File: src/sv/lhp_pkg.sv
package lhp_pkg;

  // Default histogram range in whole milliseconds.
  localparam int unsigned MAX_LATENCY_MS_DEF = 1000;

  // Field widths fixed by the interface.
  localparam int unsigned ACT_W = 2;
  localparam int unsigned LAT_W = 32;
  localparam int unsigned Q_W   = 17;
  localparam int unsigned PCT_W = 10;
  localparam int unsigned TOT_W = 42;
  localparam int unsigned BKT_W = 32;

  // Quantile of one in unsigned Q1.16.
  localparam logic [Q_W-1:0] Q16_ONE = 17'h10000;

  // The rank product is formed from two partial products of the total.
  localparam int unsigned TOT_LO_W = 21;
  localparam int unsigned TOT_HI_W = TOT_W - TOT_LO_W;

  // Request codes.
  typedef enum logic [ACT_W-1:0] {
    ACT_OBSERVE     = 2'd0,
    ACT_QUERY       = 2'd1,
    ACT_QUERY_CLEAR = 2'd2
  } lhp_action_t;

  typedef struct packed {
    logic [ACT_W-1:0]        action;
    logic signed [LAT_W-1:0] latency_ms;
    logic [Q_W-1:0]          quantile_q16;
  } lhp_in_t;

  typedef struct packed {
    logic [PCT_W-1:0] percentile_ms;
    logic [TOT_W-1:0] total_count;
  } lhp_out_t;

  // Commands from the controller to the datapath.
  typedef struct packed {
    logic clr_wr;
    logic obs_rd;
    logic obs_wr;
    logic q_cap;
    logic pct_zero;
    logic mul_lo;
    logic mul_hi;
    logic rank_calc;
    logic walk_rd;
    logic out_load;
    logic addr_zero;
  } lhp_cmd_t;

  // Status from the datapath to the controller.
  typedef struct packed {
    logic last_addr;
    logic total_zero;
    logic walk_done;
    logic out_free;
  } lhp_stat_t;

endpackage

File: src/sv/lhp_ctrl.sv
module lhp_ctrl (
  input  logic              clk,
  input  logic              rst_n,
  input  logic              in_valid,
  output logic              in_ready,
  input  logic [1:0]        in_action,
  input  lhp_pkg::lhp_stat_t stat,
  output lhp_pkg::lhp_cmd_t  cmd
);
  import lhp_pkg::*;

  typedef enum logic [2:0] {
    ST_CLR,
    ST_IDLE,
    ST_OBS_WR,
    ST_MUL_LO,
    ST_MUL_HI,
    ST_RANK,
    ST_WALK,
    ST_RESULT
  } state_t;

  state_t state_r, state_nxt;
  logic   clr_pend_r, clr_pend_nxt;

  // Next state and the commands issued in each state.
  always_comb begin
    state_nxt    = state_r;
    clr_pend_nxt = clr_pend_r;
    cmd          = '0;
    in_ready     = 1'b0;
    case (state_r)
      ST_CLR: begin
        cmd.clr_wr = 1'b1;
        if (stat.last_addr) begin
          state_nxt = ST_IDLE;
        end
      end
      ST_IDLE: begin
        in_ready = 1'b1;
        if (in_valid) begin
          case (in_action)
            ACT_OBSERVE: begin
              cmd.obs_rd = 1'b1;
              state_nxt  = ST_OBS_WR;
            end
            ACT_QUERY, ACT_QUERY_CLEAR: begin
              cmd.q_cap    = 1'b1;
              clr_pend_nxt = (in_action == ACT_QUERY_CLEAR);
              if (stat.total_zero) begin
                cmd.pct_zero = 1'b1;
                state_nxt    = ST_RESULT;
              end else begin
                state_nxt = ST_MUL_LO;
              end
            end
            default: begin
              state_nxt = ST_IDLE;
            end
          endcase
        end
      end
      ST_OBS_WR: begin
        cmd.obs_wr = 1'b1;
        state_nxt  = ST_IDLE;
      end
      ST_MUL_LO: begin
        cmd.mul_lo = 1'b1;
        state_nxt  = ST_MUL_HI;
      end
      ST_MUL_HI: begin
        cmd.mul_hi = 1'b1;
        state_nxt  = ST_RANK;
      end
      ST_RANK: begin
        cmd.rank_calc = 1'b1;
        state_nxt     = ST_WALK;
      end
      ST_WALK: begin
        cmd.walk_rd = 1'b1;
        if (stat.walk_done) begin
          state_nxt = ST_RESULT;
        end
      end
      ST_RESULT: begin
        if (stat.out_free) begin
          cmd.out_load = 1'b1;
          if (clr_pend_r) begin
            cmd.addr_zero = 1'b1;
            state_nxt     = ST_CLR;
          end else begin
            state_nxt = ST_IDLE;
          end
        end
      end
      default: begin
        state_nxt = ST_IDLE;
      end
    endcase
  end

  // State register; reset starts with a sweep that zeroes the store.
  always_ff @(posedge clk) begin
    if (!rst_n) begin
      state_r    <= ST_CLR;
      clr_pend_r <= 1'b0;
    end else begin
      state_r    <= state_nxt;
      clr_pend_r <= clr_pend_nxt;
    end
  end

endmodule

File: config.mk
export PLATFORM = sky130hd
export DESIGN_NAME = lhp_ctrl
export DESIGN_NICKNAME = d
export VERILOG_FILES = /design/src/sv/lhp_pkg.sv /design/src/sv/lhp_ctrl.sv
export SDC_FILE = /design/constraint.sdc
export NUM_CORES = 1
export LEC_CHECK = 0
export BUFFER_PORTS_ARGS = -buffer_cell sky130_fd_sc_hd__buf_2
export CELL_PAD_IN_SITES_DETAIL_PLACEMENT = 1
export CELL_PAD_IN_SITES_GLOBAL_PLACEMENT = 1
export CORE_MARGIN = 4
export CORE_UTILIZATION = 32
export DETAILED_ROUTE_END_ITERATION = 16
export HOLD_SLACK_MARGIN = 0.02
export PLACE_DENSITY = 0.88
export SLEW_MARGIN = 20
export SYNTH_ARGS = -nofsm -noshare
export SYNTH_HDL_FRONTEND = slang
export SYNTH_SLANG_ARGS = --single-unit
File: constraint.sdc
create_clock -name clk -period 1.96 [get_ports clk]
set_clock_uncertainty 0.2 [all_clocks]
set_input_delay 0.098 -clock clk [delete_from_list [all_inputs] [get_ports clk]]
set_output_delay 0.098 -clock clk [all_outputs]
set_load 0.03 [all_outputs]
==> out/metrics.yaml <==
power:
  power.total_mw: 0.400
  switching_share_pct: 40.7
  switchingPower_mw: 0.163
  seq_power_share_pct: 30.3
  ir_worst_vdd_uv: 371
  leakagePower_nw: 0.300
  power_frac_comb_pct: 44.5
  p_int_mw: 0.237
  power_density_nw_per_um2: 713
  power_frac_clock_pct: 25.1
timing:
  drv_slew: 0
  setup_tns_ns: 0
  period_minus_slack_ns: 1.79
  setup_viol: 0
  hold_viol_final: 0
  tightest_slew_ns: 0.264
  slew_headroom_pct: 82.4
  fmax_mhz: 559
  final.period_utilization_pct: 91.3
  rsz0062_at_grt: "false"
clock_network:
  clkTransAtPathRegs_ns: 0.04
  clockBufferDepth: 2
  clk_latency_ns: 0.23
  cts_setup_buffers: 0
  cts_tree: "yes"
  clock-root-buffer: "clkbuf_4"
  clock-sinks: 4
  htreeDepth: 1
  cts_buffers: 3
layout:
  final_cell_mix: "buf_2, nand2_1"
  final_layout_size_suffix_gt1_share_pct: 45.9
  layout.nets: 88
  final_area_um2: 562
  syn_to_final_growth_pct: 33.2
  mostFrequentLayoutCell: "buf_2"
  antenna_cells: 0
  instances_no_fill: 88
  fin_util_pct: 48.0
place:
  hpwl_um: 908
  gp_congestion: 0.773
  io_buffers: 20
  dp.cells: 84
  dpl_cell_area_um2: 527
min_path:
  worstHoldPathCells: 4
  hold_start: "in_action[1]"
  whs_endpoint: "clr_pend_r"
  hold_path.class: "input pin to flip-flop"
floorplan:
  dieArea_um2: 1960
  floorplan.initialDensity_pct: 36.0
  fp.dieW_um: 44.3
  rows: 12
  design.core.area_um2: 1170
  die_h_um: 44.3
  io_pins: 21
critical_path:
  cp.buffers_inverters: 1
  cp-end-kind: "output pin"
  cp_slowest_stage_delay_ns: 0.45
  r2r-start: "state_r[0]"
  reg2regPathDepth: 5
  start_kind: "flip-flop"
  worst_ep_arrival_time_ns: 1.49
  crit_chain: "nor3b_4 > and3_4 > and2_1 > buf_2"
  path_class: "flip-flop to output pin"
  required_ns: 1.66
  rrSetupSlack_ns: 0.46
  cpLargestDelayFamily: "simple AND/OR/NAND/NOR gates"
  slowest_stage: "dfxtp_1"
  r2r-end: "state_r[2]"
  critPathMaxFanout: 8
detailed_routing:
  avgRoutedWirePerCell_um: 12.8
  avgViaCountPerCell: 5.00
  dr_total_vias: 440
  totalWireLength_um: 1130
  drtIter0Drc: 6
  drtPass1Iterations: 4
  ant_nets: 0
  drc_errors: 0
logic_synthesis:
  ys_seq_elements: 4
  yosys_warnings: 0
  ys_seq_area_share_pct: 19.0
  postSynthCellCount: 51
  synth_area_um2: 422
  synth_area_leaders: "dfxtp_1, ha_1, and3b_1"
  synth_nets: 63
  yosys.area.top_type_share_pct: 19.0
  yosys.area.top_type: "dfxtp_1"
  synthDistinctLibCells: 27
  syn_area_per_cell_um2: 8.27
status:
  status: "finished, final reports clean"
global_route:
  grt_pass1_vias: 437
  grt-ovfl-total: 0
  grt_start_max_net_pins: 16
  grt_use_total_pct: 12.5
  grt_pass1_wl_um: 1800
  grt_antenna_before_repair: 0
flow_run:
  max_cap_viol_count: 0
## repair_timing
action	4_1_cts	5_1_grt
hold endpoints to repair	4	0
gates resized for setup	0	2
hold buffers	1	0
setup endpoints to repair	0	1
## worst register-to-register path: stages (launching register included)
cell and delay (ns):
dfxtp_1 0.37, buf_4 0.19, nor4_2 0.29, a21oi_2 0.08
nand2_2 0.10, mux2i_1 0.19
## how the worst max path moves through the flow
stage / startpoint / slack [ns] / to / depth (start not counted)
2_1_floorplan: state_r[0] / 0.21 / cmd[6] / 3
3_3_place_gp: state_r[1] / 0.37 / cmd[0] / 4
3_5_place_dp: state_r[1] / 0.30 / cmd[0] / 4
4_1_cts: state_r[2] / 0.05 / cmd[0] / 4
5_1_grt: state_r[0] / 0.08 / cmd[6] / 4
6_report: state_r[0] / 0.17 / cmd[6] / 4
## final cells by class
class | count | area (um^2)
Clock buffer | 3 | 22.5
Fill cell | 157 | 609
Inverter | 2 | 7.51
Multi-Input combinational cell | 42 | 307
Sequential cell | 4 | 82.6
Tap cell | 14 | 17.5
Timing Repair Buffer | 23 | 125
## stage by stage
step | hold WS [ns] | setup slack, ns
6_report | 0.0537 | 0.171
4_1_cts | 0.0638 | 0.0519
3_5_place_dp | 0.209 | 0.301
5_1_grt | 0.0792 | 0.0767
3_3_place_gp | 0.202 | 0.367
2_1_floorplan | 0.0367 | 0.207
## flip-flops by register name (all words and copies together) (netlist names)
name	count
clr_pend_r	1
state_r	3
## per-layer routing
metal	GRT usage, %	up-vias	part of all wire (%)
li1	-	226	-
met1	13.0	198	44
met2	23.0	16	50
met3	2.44	0	6.4
met4	7.23	0	0
met5	0	-	0
## cell families after synthesis
logic type               after synthesis  synth area share, %
AO/OA/AOI/OAI                          8                 11.9
adder cells (fa/ha/maj)                3                 8.90
buffers and inverters                  5                 8.31
flip-flops                             4                 19.0
multiplexers                           2                 4.75
AND/OR/NAND/NOR                       29                 47.2
## power by group through the flow
| stage | logic [mW] | registers (mW) | clock network [mW] |
|---|---|---|---|
| 2_1_floorplan | 0.146 | 0.107 | 0 |
| 3_3_place_gp | 0.175 | 0.120 | 0 |
| 3_5_place_dp | 0.177 | 0.121 | 0 |
| 4_1_cts | 0.181 | 0.120 | 0.102 |
| 5_1_grt | 0.192 | 0.125 | 0.109 |
| 6_report | 0.178 | 0.121 | 0.101 |
## cell usage after synthesis
library cell	n
nor3b_1	3
nand3_1	2
nand4b_1	1
nand2_1	5
buf_2	1
buf_6	2
nor3_1	3
and2_1	3
a21oi_1	1
mux2i_1	2
and3b_1	3
o21ai_1	1
nor2_1	1
nor4_2	1
o21ai_2	1
a21boi_1	1
o21ai_0	3
a21oi_2	1
ha_1	3
and3_1	2
inv_1	2
nand2_2	1
and2b_1	1
dfxtp_1	4
nor3b_4	1
and3_4	1
nor2_2	1
(Power assumes the default switching activity.)
